$ cat src/hw/rtl/pbd_pkg.sv
package pbd_pkg;

  // Decoded bytes per output beat.
  localparam int OUT_LANES = 2;

  // Lanes in use per beat; a beat has only two byte fields.
  localparam int BEAT_LANES = (OUT_LANES < 1) ? 1 : ((OUT_LANES > 2) ? 2 : OUT_LANES);

  // Width of a run length; the longest run is 128 bytes.
  localparam int RUN_W = 8;

  // Depth of the command queue between the front and back ends.
  localparam int CMDQ_DEPTH = 2;

  // Header byte that is skipped.
  localparam logic [7:0] SKIP_HEADER = 8'h80;

  // Status codes carried on the last beat of a stream.
  localparam logic [1:0] ST_OK    = 2'd0;
  localparam logic [1:0] ST_TRUNC = 2'd1;
  localparam logic [1:0] ST_LIMIT = 2'd2;

  // One input request.
  typedef struct packed {
    logic [7:0] in_byte;
    logic       in_last;
  } in_t;

  // One output beat.
  typedef struct packed {
    logic [7:0] out_byte0;
    logic [7:0] out_byte1;
    logic [1:0] byte_count;
    logic       beat_last;
    logic       stream_end;
    logic [1:0] status;
  } out_t;

  // A classified command: emit count copies of value, then flag the end.
  typedef struct packed {
    logic [7:0]       value;
    logic [RUN_W-1:0] count;
    logic             stream_end;
    logic [1:0]       status;
  } cmd_t;

endpackage

$ cat src/hw/rtl/pbd_front.sv
module pbd_front import pbd_pkg::*; (
  input  logic        clk,
  input  logic        rst,
  input  logic        cfg_wr_en,
  input  logic [31:0] cfg_wr_data,
  input  logic        in_valid,
  output logic        in_ready,
  input  in_t         in_data,
  input  logic        q_full,
  output logic        q_push,
  output cmd_t        q_cmd
);

  typedef enum logic [1:0] {
    PH_HEADER,
    PH_LITERAL,
    PH_REPEAT
  } phase_t;

  phase_t           phase;
  phase_t           phase_next;
  logic [RUN_W-1:0] run_left;
  logic [RUN_W-1:0] run_left_next;
  logic [31:0]      bytes_out;
  logic             finished;
  logic [31:0]      output_limit;

  logic             accept;
  logic [RUN_W-1:0] n_raw;
  logic [RUN_W-1:0] n_clip;
  logic [31:0]      avail;
  logic             reached;
  logic             end_flag;
  logic [1:0]       status;

  assign in_ready = !q_full;
  assign accept   = in_valid && in_ready;

  // Classify the byte against the current phase.
  always_comb begin
    phase_next    = phase;
    run_left_next = run_left;
    n_raw         = '0;
    unique case (phase)
      PH_HEADER: begin
        if (in_data.in_byte == SKIP_HEADER) begin
          phase_next = PH_HEADER;
        end else if (in_data.in_byte[7]) begin
          phase_next    = PH_REPEAT;
          run_left_next = RUN_W'(9'd257 - {1'b0, in_data.in_byte});
        end else begin
          phase_next    = PH_LITERAL;
          run_left_next = RUN_W'({1'b0, in_data.in_byte} + 9'd1);
        end
      end
      PH_LITERAL: begin
        n_raw = RUN_W'(1);
        if (run_left != '0) begin
          run_left_next = run_left - RUN_W'(1);
        end
        if (run_left <= RUN_W'(1)) begin
          phase_next = PH_HEADER;
        end
      end
      PH_REPEAT: begin
        n_raw         = run_left;
        run_left_next = '0;
        phase_next    = PH_HEADER;
      end
      default: begin
        phase_next = PH_HEADER;
      end
    endcase
  end

  // Clip against the output limit and work out the end status.
  always_comb begin
    avail   = (bytes_out < output_limit) ? (output_limit - bytes_out) : '0;
    reached = (output_limit != '0) && ({{(32-RUN_W){1'b0}}, n_raw} >= avail);
    n_clip  = reached ? avail[RUN_W-1:0] : n_raw;
    end_flag = reached || in_data.in_last;
    if (reached) begin
      status = ST_LIMIT;
    end else if (in_data.in_last && (phase_next != PH_HEADER)) begin
      status = ST_TRUNC;
    end else begin
      status = ST_OK;
    end
  end

  // Only commands that produce at least one beat enter the queue.
  assign q_push = accept && !finished && ((n_clip != '0) || end_flag);
  assign q_cmd  = '{value: in_data.in_byte, count: n_clip,
                    stream_end: end_flag, status: status};

  // Decoder state and the limit register.
  always_ff @(posedge clk) begin
    if (rst) begin
      phase        <= PH_HEADER;
      run_left     <= '0;
      bytes_out    <= '0;
      finished     <= 1'b0;
      output_limit <= '0;
    end else begin
      if (cfg_wr_en) begin
        output_limit <= cfg_wr_data;
      end
      if (accept) begin
        if (in_data.in_last) begin
          phase     <= PH_HEADER;
          run_left  <= '0;
          bytes_out <= '0;
          finished  <= 1'b0;
        end else if (finished) begin
          finished <= 1'b1;
        end else if (reached) begin
          finished  <= 1'b1;
          phase     <= PH_HEADER;
          run_left  <= '0;
          bytes_out <= bytes_out + {{(32-RUN_W){1'b0}}, n_clip};
        end else begin
          phase     <= phase_next;
          run_left  <= run_left_next;
          bytes_out <= bytes_out + {{(32-RUN_W){1'b0}}, n_clip};
        end
      end
    end
  end

endmodule

$ cat src/hw/rtl/pbd_cmd_fifo.sv
module pbd_cmd_fifo import pbd_pkg::*; (
  input  logic clk,
  input  logic rst,
  input  logic push,
  input  cmd_t push_data,
  input  logic pop,
  output cmd_t pop_data,
  output logic full,
  output logic empty
);

  localparam int PTR_W = (CMDQ_DEPTH > 1) ? $clog2(CMDQ_DEPTH) : 1;
  localparam int CNT_W = $clog2(CMDQ_DEPTH + 1);

  cmd_t             entries [CMDQ_DEPTH];
  logic [PTR_W-1:0] wr_ptr;
  logic [PTR_W-1:0] rd_ptr;
  logic [CNT_W-1:0] fill;

  assign full     = (fill == CNT_W'(CMDQ_DEPTH));
  assign empty    = (fill == '0);
  assign pop_data = entries[rd_ptr];

  // Storage needs no reset; only pointers and fill do.
  always_ff @(posedge clk) begin
    if (push) begin
      entries[wr_ptr] <= push_data;
    end
  end

  // Pointer and occupancy bookkeeping.
  always_ff @(posedge clk) begin
    if (rst) begin
      wr_ptr <= '0;
      rd_ptr <= '0;
      fill   <= '0;
    end else begin
      if (push) begin
        wr_ptr <= (wr_ptr == PTR_W'(CMDQ_DEPTH - 1)) ? '0 : wr_ptr + PTR_W'(1);
      end
      if (pop) begin
        rd_ptr <= (rd_ptr == PTR_W'(CMDQ_DEPTH - 1)) ? '0 : rd_ptr + PTR_W'(1);
      end
      if (push && !pop) begin
        fill <= fill + CNT_W'(1);
      end else if (pop && !push) begin
        fill <= fill - CNT_W'(1);
      end
    end
  end

endmodule

$ cat src/hw/rtl/pbd_back.sv
module pbd_back import pbd_pkg::*; (
  input  logic clk,
  input  logic rst,
  input  cmd_t q_head,
  input  logic q_empty,
  output logic q_pop,
  output logic out_valid,
  input  logic out_ready,
  output out_t out_data
);

  localparam logic [RUN_W-1:0] LANES_N = RUN_W'(BEAT_LANES);

  cmd_t             cur;
  logic             cur_active;
  cmd_t             src;
  logic             src_valid;
  logic             load;
  logic             fire;
  logic [RUN_W-1:0] beat_cnt;
  logic [RUN_W-1:0] left_after;
  logic             fin;
  out_t             beat;

  // Work on the held command, or straight from the queue head.
  assign src       = cur_active ? cur : q_head;
  assign src_valid = cur_active || !q_empty;
  assign load      = !out_valid || out_ready;
  assign fire      = load && src_valid;
  assign q_pop     = fire && !cur_active;

  // Size of this beat and what is left of the run after it.
  assign beat_cnt   = (src.count > LANES_N) ? LANES_N : src.count;
  assign left_after = src.count - beat_cnt;
  assign fin        = (left_after == '0);

  // Assemble the beat; unused lanes read as zero.
  always_comb begin
    beat.out_byte0  = (beat_cnt >= RUN_W'(1)) ? src.value : 8'd0;
    beat.out_byte1  = (beat_cnt >= RUN_W'(2)) ? src.value : 8'd0;
    beat.byte_count = beat_cnt[1:0];
    beat.beat_last  = fin;
    beat.stream_end = fin && src.stream_end;
    beat.status     = (fin && src.stream_end) ? src.status : ST_OK;
  end

  // Held command for runs longer than one beat.
  always_ff @(posedge clk) begin
    if (rst) begin
      cur_active <= 1'b0;
    end else if (fire) begin
      cur_active <= !fin;
    end
  end

  always_ff @(posedge clk) begin
    if (fire) begin
      cur <= '{value: src.value, count: left_after,
               stream_end: src.stream_end, status: src.status};
    end
  end

  // Output register: refills whenever it is empty or its beat is taken.
  always_ff @(posedge clk) begin
    if (rst) begin
      out_valid <= 1'b0;
    end else if (load) begin
      out_valid <= src_valid;
    end
  end

  always_ff @(posedge clk) begin
    if (fire) begin
      out_data <= beat;
    end
  end

endmodule

$ cat src/hw/rtl/packbits_decoder.sv
// PackBits stream decoder. Compressed bytes arrive one per request on the
// input channel and decoded bytes leave in beats of up to two on the output
// channel. The front end takes one compressed byte per cycle while its
// two-entry command queue has room; a byte that yields data, or that ends a
// stream, becomes one command. The back end turns each command into
// ceil(n/2) beats (a single empty beat when n is zero), one per cycle while
// the output is not stalled, so a repeat of n bytes holds the back end for
// ceil(n/2) beats (64 for the longest run); input stalls only once the queue
// is full. When the back end is free, the output register takes the first
// beat of a byte at the clock edge after the one that accepts the byte.
// Write output_limit only while the block is idle; zero means no limit.
module packbits_decoder import pbd_pkg::*; (
  input  logic        clk,
  input  logic        rst,
  input  logic        cfg_wr_en,
  input  logic [31:0] cfg_wr_data,
  input  logic        in_valid,
  output logic        in_ready,
  input  in_t         in_data,
  output logic        out_valid,
  input  logic        out_ready,
  output out_t        out_data
);

  logic q_push;
  logic q_pop;
  logic q_full;
  logic q_empty;
  cmd_t q_cmd;
  cmd_t q_head;

  // Header parsing, run tracking and limit clipping.
  pbd_front u_front (
    .clk         (clk),
    .rst         (rst),
    .cfg_wr_en   (cfg_wr_en),
    .cfg_wr_data (cfg_wr_data),
    .in_valid    (in_valid),
    .in_ready    (in_ready),
    .in_data     (in_data),
    .q_full      (q_full),
    .q_push      (q_push),
    .q_cmd       (q_cmd)
  );

  // Command queue between the two halves.
  pbd_cmd_fifo u_cmdq (
    .clk       (clk),
    .rst       (rst),
    .push      (q_push),
    .push_data (q_cmd),
    .pop       (q_pop),
    .pop_data  (q_head),
    .full      (q_full),
    .empty     (q_empty)
  );

  // Beat expansion and output register.
  pbd_back u_back (
    .clk       (clk),
    .rst       (rst),
    .q_head    (q_head),
    .q_empty   (q_empty),
    .q_pop     (q_pop),
    .out_valid (out_valid),
    .out_ready (out_ready),
    .out_data  (out_data)
  );

endmodule

$ cat config.mk
export PLATFORM = sky130hd
export DESIGN_NAME = packbits_decoder
export DESIGN_NICKNAME = d
export VERILOG_FILES = /design/src/hw/rtl/pbd_pkg.sv /design/src/hw/rtl/pbd_front.sv /design/src/hw/rtl/pbd_cmd_fifo.sv /design/src/hw/rtl/pbd_back.sv /design/src/hw/rtl/packbits_decoder.sv
export SDC_FILE = /design/constraint.sdc
export NUM_CORES = 1
export LEC_CHECK = 0
export BUFFER_PORTS_ARGS = -buffer_cell sky130_fd_sc_hd__buf_2
export CAP_MARGIN = 0
export CORE_AREA = 2 2 107 161
export CTS_BUF_LIST = sky130_fd_sc_hd__clkbuf_16
export CTS_CLUSTER_DIAMETER = 50
export DETAILED_ROUTE_END_ITERATION = 7
export DIE_AREA = 0 0 109 163
export HOLD_SLACK_MARGIN = 0.02
export PLACE_DENSITY = 0.91
export SYNTH_ARGS = -nofsm -noshare
export SYNTH_HDL_FRONTEND = slang
export SYNTH_SLANG_ARGS = --single-unit
$ cat constraint.sdc
create_clock -name clk -period 9.24 [get_ports clk]
set_input_delay 0.924 -clock clk [delete_from_list [all_inputs] [get_ports clk]]
set_output_delay 0.924 -clock clk [all_outputs]
set_load 0.05 [all_outputs]
==> impl_results.md, run 1 <==
* Ys async rst share at 0%
* Post-DRT Antenna Nets at 0
* WHS Path Cells at 2
* DP Worst Slack at just under 0.7 ns
* Port bufs at 69
* Post-detail-place hpwl at about 20 mm
* Fmax at ~120 MHz
* Max stage delay on crit path at 0.59 ns
* Fill cells at 1248
* Vias at slightly below 9000
* Critical-path top delay cell: mux2i_1
* Ant diodes at 0
* Final setup skew at 0.0107 ns
* Comb power frac at 35.2%
* First-pass GRT wire length at ~43 mm
* CTS tree: built
* Max Fanout on Critical Path at 21
* P&R area growth vs syn at 11.0%
* Initial Util at between 50 and 60%
* Relative slew slack at between 20% and 30%
* Tot Pwr at around 2.7 mW
* Sequential area share after synthesis at between 40% and 50%
* Peak supply drop at around 0.22 mV
* Top FF cell, synth: dfxtp_1
* Type of the worst setup path: register to register
* Pin count of the biggest net entering global routing at 55
* Root buf cell: clkbuf_16
* Initial antenna violation count at 0
* Die X-Extent at roughly 110 um
* Number of max-cap violations at 0
* Worst-margin pin slew at ~1.1 ns
* Flop pwr share at between 30% and 40%
* Syn nets at ~1200
* Post-Place Cells at roughly 1300
* Fraction of power consumed by the clock network at approximately a quarter
* Cells on worst reg2reg path at 34
* Tot GR Track Use at 31.4%
* Core area at 16500 um^2
* Gpl congestion at 0.997
* Router iterations before antenna repair at 7
* Flop2flop setup slack at ~0.80 ns
* Final Core Density at between 60% and 70%
* Dpl cell area at slightly above 10000 um^2
* Number of global-route vias before repair at about 8600
* Synth Register Bits at ~160
* Cell mode on critical path: ha_1
* Syn avg cell area at just over 9 um^2
* Std-Cell Rows at 58
* Max-slew violation count at 0
* Switch Pwr at ~1.1 mW
* Leakage Power at around 4.6 nW
* DRT Wirelength at around 27 mm
* DR vias/cell at 6.39
* Synthesized instance count at ~1100
* Iteration-0 DRC Markers at 690
* CTS Buf Count at 17
* Unique masters post-synth at 77
* Fin area at roughly 11000 um^2
* Min-Delay Path Class: register to register
* CP arrival at roughly 8.7 ns
* PwrDens at roughly 250 nW/um^2
* CP Launch Type: register
* # IOs at 70
* Die area at between 15000 and 20000 um^2
* Synthesized area at 9860 um^2
* Hold Vio Cnt, Final at 0
* Yosys Warn Count at 0
* Drt wl/cell at between 15 and 20 um
* Setup TNS Final at 0 ns
* CTS sink cnt at approximately 160
* Ratio of cells with drive above 1 in the final layout at 11.6%
* Switching fraction of total power at 40.5%
* Status: finished clean
* Final period util at approximately nine tenths
* WHS at 0.499 ns
* Number of synthesized flops with an enable pin at between 70 and 80
* Setup WS post-layout at between 0.7 and 0.8 ns
* CP Data Required Time at roughly 9.5 ns
* Crit path time final at 8.44 ns
* Worst-path clk slew at roughly 0.07 ns
* Setup crit end kind: register
* Final Non-Filler Cells at between 1000 and 1500
* Clock Latency Late Sink at 0.44 ns
* Internal power at between 1.5 and 2 mW
* Maximum clock path buffer count at 2
* Drc violations at 0
* Final net count at 1244
* Gr ovfl total at 0
* Final setup fails at 0
* RSZ-0062 raised after global routing: no
* Htree depth at 4
* Die Span Y at ~160 um
-- kinds of logic after synthesis --
group / Yosys count / synth area share, %
adder cells (fa/ha/maj): 63 / 8.14
other: 1 / 0.0380
AO/OA/AOI/OAI: 246 / 16.9
flip-flops: 161 / 40.7
XOR/XNOR: 55 / 4.88
AND/OR/NAND/NOR: 367 / 17.5
multiplexers: 65 / 6.66
buffers and inverters: 130 / 5.21
-- state kept, by name (all words and copies together) (netlist names), named ones only --
| register | cells |
|---|---|
| u_back.cur | 19 |
| u_back.cur_active | 1 |
| u_back.out_data | 22 |
| u_back.out_valid | 1 |
| u_cmdq.entries | 38 |
| u_cmdq.fill | 2 |
| u_cmdq.rd_ptr | 1 |
| u_cmdq.wr_ptr | 1 |
| u_front.bytes_out | 32 |
| u_front.finished | 1 |
| u_front.output_limit | 32 |
| u_front.phase | 2 |
| u_front.run_left | 8 |
-- critical path, delay by kind of cell (launching register included) --
family	cells	cell delay (ns)
buffers and inverters	2	0.14
muxes	1	0.59
AOI/OAI and AO/OA	13	2.81
DFF	1	0.33
and+or+nand+nor	13	3.07
xor gates and xnor gates	1	0.20
adders and majority gates	4	1.14
-- path summary, 6_finish.rpt --
path                                             start                                  to
setup / recovery  u_front.output_limit[0]$_SDFFE_PP0P_  u_front.bytes_out[20]$_SDFFE_PP0P_
hold / removal           u_back.out_valid$_SDFFE_PP0P_       u_back.out_valid$_SDFFE_PP0P_
setup reg to reg  u_front.output_limit[0]$_SDFFE_PP0P_  u_front.bytes_out[20]$_SDFFE_PP0P_
hold reg to reg          u_back.out_valid$_SDFFE_PP0P_       u_back.out_valid$_SDFFE_PP0P_
-- what timing repair did --
action / 4_1_cts / 5_1_grt
setup endpoints to repair: 0 / 7
hold buffers: 0 / 0
setup buffers: 0 / 0
gates resized for setup: 0 / 3
-- per-layer routing --
layer  part of all wire, %  track usage, %  wire length [um]  vias up
li1                      -               -                 -     4025
met1                    34            30.3              9150     4058
met2                    53            57.5             14400      423
met3                   4.7            5.28              1290      170
met4                   8.3            24.2              2250        0
met5                     0               0                 0        -
-- area by class of cell --
type	instances	area [um^2]	share of cell area, %
tap	210	263	2.40
clock buffer	17	425	3.89
clock inverter	15	179	1.63
timing repair buffer	75	390	3.57
inverter	83	312	2.85
multi-input combinational	797	5360	49.0
sequential	161	4010	36.7
-- Yosys cell counts, drive strengths merged, types with 14 or more instances --
cell / count / share of area (%)
a21oi: 82 / 4.2
ha: 61 / 7.7
nand4: 26 / 1.7
a21o: 20 / 1.5
xor2: 14 / 1.2
dfxtp: 82 / 17
nor2: 140 / 5.3
xnor2: 41 / 3.6
buf: 15 / 0.82
clkbuf: 32 / 1.2
edfxtp: 79 / 24
inv: 83 / 3.2
nand3: 21 / 1.1
mux2i: 63 / 6.4
nand2: 83 / 3.2
nor4: 19 / 1.3
o21ai: 36 / 1.9
nor3: 25 / 1.3
-- layout by cell type (no fill, tap or decap), types with 10 or more instances in the layout --
cell type    n
xor2_1      14
nor4_1      17
o21a_1      11
nand2_1     82
o21ai_0     32
clkbuf_16   17
mux2i_1     63
nor2_1     140
xnor2_1     41
dfxtp_1     82
a21o_1      20
nor3_1      25
a21oi_1     78
o22ai_1     10
nand3_1     21
inv_1       83
ha_1        61
a211oi_1    10
nand4_1     25
buf_2       69
edfxtp_1    79
-- power groups by stage --
stage          clock network [mW]  registers [mW]  logic [mW]
3_5_place_dp                    0            1.05       0.928
6_report                    0.721            1.04       0.956
4_1_cts                     0.724            1.04       0.937
5_1_grt                     0.754            1.05        1.03
2_1_floorplan                   0            1.20       0.550
3_3_place_gp                    0            1.04       0.898
Power figures use the tool's default switching activity.
==> run 2: changes to the inputs <==
- REMOVE_ABC_BUFFERS: default -> 1
==> impl_results.md, run 2 (synthesized netlist as in run 1, its figures left out) <==
* Status: finished clean
* CP Data Required Time at approximately 9.6 ns
* Fmax at 119 MHz
* DRT Wirelength at around 25 mm
* Total setup buffers inserted after CTS at 0
* Setup TNS Final at 0 ns
* Ant diodes at 0
* Gpl congestion at ~0.96
* Largest register FFs at 38
* Max Fanout on Critical Path at 21
* Router iterations before antenna repair at 6
* CTS Buf Count at 17
* Final net count at 1245
* Fill cells at around 1300
* Core area at between 15000 and 20000 um^2
* Die area at about 18000 um^2
* Largest register by flop count: u_cmdq.entries
* Pin count of the biggest net entering global routing at 55
* Number of hold buffers added after CTS at 0
* # IOs at 70
* Most frequent cells in the layout: nor2_1, inv_1, nand2_1, dfxtp_1
* Post-DRT Antenna Nets at 0
* Final setup skew at approximately 0.013 ns
* Max stage delay on crit path at roughly 0.55 ns
* Relative slew slack at a little over a quarter
* Initial Util at about three fifths
* Final Core Density at between 60% and 70%
* Tot Pwr at between 2 and 3 mW
* Max-slew violation count at 0
* P&R area growth vs syn at 10.9%
* DR vias/cell at 6.34
* Iteration-0 DRC Markers at 612
* Worst-path clk slew at approximately 0.070 ns
* Hold Vio Cnt, Final at 0
* Std-Cell Rows at 58
* Worst-margin pin slew at about 1.1 ns
* CP arrival at a little under 9 ns
* CTS tree: built
* First-pass GRT wire length at 40.5 mm
* Final period util at between 90% and 100%
* Initial antenna violation count at 0
* Drc violations at 0
* Commonest non-fill, non-tap cell in the layout: nor2_1
* Tot GR Track Use at roughly 29%
* Port bufs at 69
* Drt wl/cell at approximately 19 um
* Cell mode on critical path: a21o_1
* Number of global-route vias before repair at 8511
* Vias at between 8000 and 9000
* Htree depth at 4
* Final setup fails at 0
* RSZ-0062 raised after global routing: no
* PwrDens at ~250 nW/um^2
* Gr ovfl total at 0
* Setup crit end kind: register
* Die Span Y at roughly 160 um
* Number of max-cap violations at 0
* Post_cts resized at 0
* Min-Delay Path Class: register to register
* Leakage Power at ~4.6 nW
* Root buf cell: clkbuf_16
* Peak supply drop at 0.251 mV
* Post-detail-place hpwl at ~18 mm
* Largest registers: u_cmdq.entries (38), u_front.bytes_out (32), u_front.output_limit (32)
* Clock Latency Late Sink at between 0.4 and 0.5 ns
* Type of the worst setup path: register to register
* Ratio of cells with drive above 1 in the final layout at 11.5%
* Critical-path top delay cell: a21oi_1
* Maximum clock path buffer count at 2
* Crit path time final at 8.41 ns
* Die X-Extent at about 110 um
* CTS sink cnt at around 160
* CP Launch Type: register
-- run 2: cell types whose count changed in the layout (fill, tap and decap cells not counted), sizes merged --
cell and delta:
clkinvlp -2, buf +1, inv +1, clkinv +1
-- run 2: worst paths after layout --
check | start | cells past startpoint | endpoint | slack (ns)
worst min-delay path | u_back.out_valid$_SDFFE_PP0P_ | 2 | u_back.out_valid$_SDFFE_PP0P_ | 0.51
worst max register to register | u_front.output_limit[0]$_SDFFE_PP0P_ | 34 | u_front.bytes_out[19]$_SDFFE_PP0P_ | 0.83
worst min register to register | u_back.out_valid$_SDFFE_PP0P_ | 2 | u_back.out_valid$_SDFFE_PP0P_ | 0.51
worst max-delay path | u_front.output_limit[0]$_SDFFE_PP0P_ | 34 | u_front.bytes_out[19]$_SDFFE_PP0P_ | 0.83
-- run 2: area by class of cell --
| type | instances | area, um^2 | area share, % |
|---|---|---|---|
| clock buffers | 17 | 425 | 3.89 |
| well taps | 210 | 263 | 2.40 |
| multi-input cells | 797 | 5350 | 48.9 |
| flip-flops and latches | 161 | 4010 | 36.7 |
| repair buffers | 76 | 398 | 3.64 |
| inverters | 83 | 312 | 2.85 |
| clock inverters | 15 | 181 | 1.66 |
-- run 2: routing by layer --
layer  part of all wire, %  wire length, um  GRT usage, %  up-vias
met3                   5.7             1460          5.48      138
met1                    35             8820          30.0     4029
met5                     0                0             0        -
met2                    53            13300          53.2      426
li1                      -                -             -     4019
met4                   6.8             1710          19.6        0
-- run 2: stage by stage --
stage | cell area, um^2 | setup slack (ns) | hold WS [ns] | cells
after floorplan | 9660 | 1.88 | 0.458 | 1041
after global placement | 10300 | 1.18 | 0.483 | 1327
after detailed placement | 10300 | 0.958 | 0.496 | 1327
after CTS | 10900 | 0.929 | 0.508 | 1359
after global routing | 10900 | 0.233 | 0.527 | 1359
final | 10900 | 0.827 | 0.508 | 1359
-- run 2: where the power goes --
group	leakage [nW]	internal [mW]	switching, mW
Combinational	2.90	0.294	0.665
Clock	0.296	0.370	0.359
Sequential	1.43	0.954	0.0666
-- run 2: critical path: cells and delay by family, from the launching register on --
kind	cells	cell delay, ns
multiplexers	1	0.45
flip-flops	1	0.33
adder cells (fa/ha/maj)	4	1.18
buffers and inverters	2	0.11
AND/OR/NAND/NOR	10	2.29
AO/OA/AOI/OAI	17	3.95
==> run 3: changes to the inputs <==
- CORE_AREA: 2 2 107 161 -> 2 2 113 170
- DIE_AREA: 0 0 109 163 -> 0 0 115 172
- PLACE_DENSITY: 0.91 -> 0.86
- clock period: 9.24 -> 7.1 ns (I/O delays scaled with it)
==> impl_results.md, run 3 (synthesized netlist as in run 1, its figures left out) <==
* Status: finished clean
* Final Non-Filler Cells at approximately 1400
* Initial Util at 53.8%
* Hold Vio Cnt, Final at 0
* Dpl cell area at ~11000 um^2
* Crit path buffers/inverters at 4
* Fin area at approximately 12000 um^2
* Largest register FFs at 38
* Fill cells at ~1400
* Ratio of cells with drive above 1 in the final layout at a little under a fifth
* Critical Path Source: u_front.output_limit[0]$_SDFFE_PP0P_
* Flop2flop setup slack at a little over 0.003 ns
* Type of the worst setup path: register to register
* First-pass GRT wire length at roughly 39 mm
* FF-to-FF End: u_front.bytes_out[20]$_SDFFE_PP0P_
* DRT Wirelength at ~26 mm
* Gr ovfl total at 0
* Std-Cell Rows at just over 60
* Max-slew violation count at 0
* Ant diodes at 0
* Die area at between 15000 and 20000 um^2
* Commonest non-fill, non-tap cell in the layout: nor2_1
* Drc violations at 0
* Iteration-0 DRC Markers at approximately 760
* Post-detail-place hpwl at between 15 and 20 mm
* Final setup fails at 0
* Drt wl/cell at ~19 um
* Final period util at between 90% and 100%
* Gpl congestion at about 0.97
* Setup crit end kind: register
* Peak supply drop at 0.176 mV
* Leakage Power at ~5 nW
* Final net count at between 1000 and 1500
* Final setup skew at ~0.011 ns
* Die Span Y at roughly 170 um
* Setup TNS Final at 0 ns
* Fmax at around 140 MHz
* Crit path time final at about 7 ns
* CTS tree: built
* Worst R2R Start: u_front.output_limit[0]$_SDFFE_PP0P_
* Critical-path top delay cell: or3_4
* CTS Buf Count at 17
* Worst-margin pin slew at ~1.1 ns
* P&R area growth vs syn at 19.2%
* CP arrival at between 7 and 8 ns
* Tot GR Track Use at between 20% and 30%
* Worst-path clk slew at approximately 0.070 ns
* CP Launch Type: register
* Tot Pwr at between 3 and 4 mW
* Largest registers: u_cmdq.entries (38), u_front.bytes_out (32), u_front.output_limit (32)
* CP Data Required Time at between 7 and 8 ns
* Vias at between 8000 and 9000
* Number of max-cap violations at 0
* Post-DRT Antenna Nets at 0
* # IOs at 70
* Min-Delay Path Class: input port to register
* Number of hold buffers added after CTS at 0
* Relative slew slack at between 20% and 30%
* Clock Latency Late Sink at approximately 0.45 ns
* Setup WS post-layout at just over 0.003 ns
* Largest register by flop count: u_cmdq.entries
* Largest delay share family, worst path: simple AND/OR/NAND/NOR gates
* RSZ-0062 raised after global routing: yes
* Post-Place Cells at between 1000 and 1500
* Max stage delay on crit path at 0.41 ns
* CP Capture Point: u_front.bytes_out[20]$_SDFFE_PP0P_
* Critical path depth at 37
* Pin count of the biggest net entering global routing at 55
* Root buf cell: clkbuf_16
* CTS sink cnt at 161
* PwrDens at just over 300 nW/um^2
* Htree depth at 4
* Most frequent cells in the layout: nor2_1, inv_1, dfxtp_1
* Maximum clock path buffer count at 2
* DR vias/cell at a little over 6
* Initial antenna violation count at 0
* Max Fanout on Critical Path at 5
* Core area at between 15000 and 20000 um^2
* Die X-Extent at 115 um
* Number of global-route vias before repair at 8163
* DP Worst Slack at -0.236 ns
* Cells on worst reg2reg path at 37
* Port bufs at a little under 70
* Router iterations before antenna repair at 6
[run 3: cell types whose count changed in the layout (fill, tap and decap cells not counted), moves of 3 or more]
| cell | change |
|---|---|
| buf_4 | +50 |
| ha_1 | -11 |
| ha_4 | +9 |
| nand2_1 | -6 |
| mux2i_1 | -5 |
| mux2i_4 | +5 |
| nand2_4 | +5 |
| a21oi_1 | -3 |
| a21oi_2 | +3 |
[run 3: report_power, final]
part / leakage (nW) / total, mW / switching (mW) / internal [mW]
clock: 0.306 / 0.958 / 0.445 / 0.513
sequential: 1.43 / 1.32 / 0.0816 / 1.24
combinational: 3.24 / 1.34 / 0.894 / 0.448
[run 3: worst min-delay path, cell delays in order]
cell	delay, ns
buf_2	0.07
mux2i_1	0.05
nor2_1	0.07
[run 3: per-stage QoR]
step / hold slack, ns / utilization [%]
6_report: 0.493 / 64.2
3_3_place_gp: 0.469 / 58.2
3_5_place_dp: 0.485 / 58.2
4_1_cts: 0.485 / 62.1
5_1_grt: 0.485 / 64.2
2_1_floorplan: 0.458 / -
[run 3: final cells by class]
class                   instances  area (um^2)  share of cell area, %
clock buffers                  17          425                   3.62
clock inverters                15          205                   1.74
repair buffers                131          836                   7.11
flip-flops and latches        161         4020                   34.1
multi-input cells             797         5690                   48.4
inverters                      83          312                   2.65
well taps                     220          275                   2.34
[run 3: worst min path at each step]
stage	start	end	depth (start not counted)
6_report	cfg_wr_data[19]	u_front.output_limit[19]$_SDFFE_PP0P_	3
5_1_grt	cfg_wr_data[19]	u_front.output_limit[19]$_SDFFE_PP0P_	3
4_1_cts	cfg_wr_data[19]	u_front.output_limit[19]$_SDFFE_PP0P_	3
3_5_place_dp	u_front.bytes_out[31]$_SDFFE_PP0P_	u_front.bytes_out[31]$_SDFFE_PP0P_	2
3_3_place_gp	u_front.bytes_out[31]$_SDFFE_PP0P_	u_front.bytes_out[31]$_SDFFE_PP0P_	2
2_1_floorplan	u_front.bytes_out[31]$_SDFFE_PP0P_	u_front.bytes_out[31]$_SDFFE_PP0P_	2
[run 3: layer usage]
metal	GRT usage, %	wire, um	up-vias
met5	0	0	-
met4	16.2	1820	0
met3	4.45	1260	134
met2	49.0	14200	361
met1	24.0	9100	4123
li1	-	-	4144
[run 3: timing repair]
action	CTS	global route
gates resized for setup	16	52
setup endpoints to repair	23	25
buffers inserted	2	10
pin swaps	5	31
gates cloned	0	1
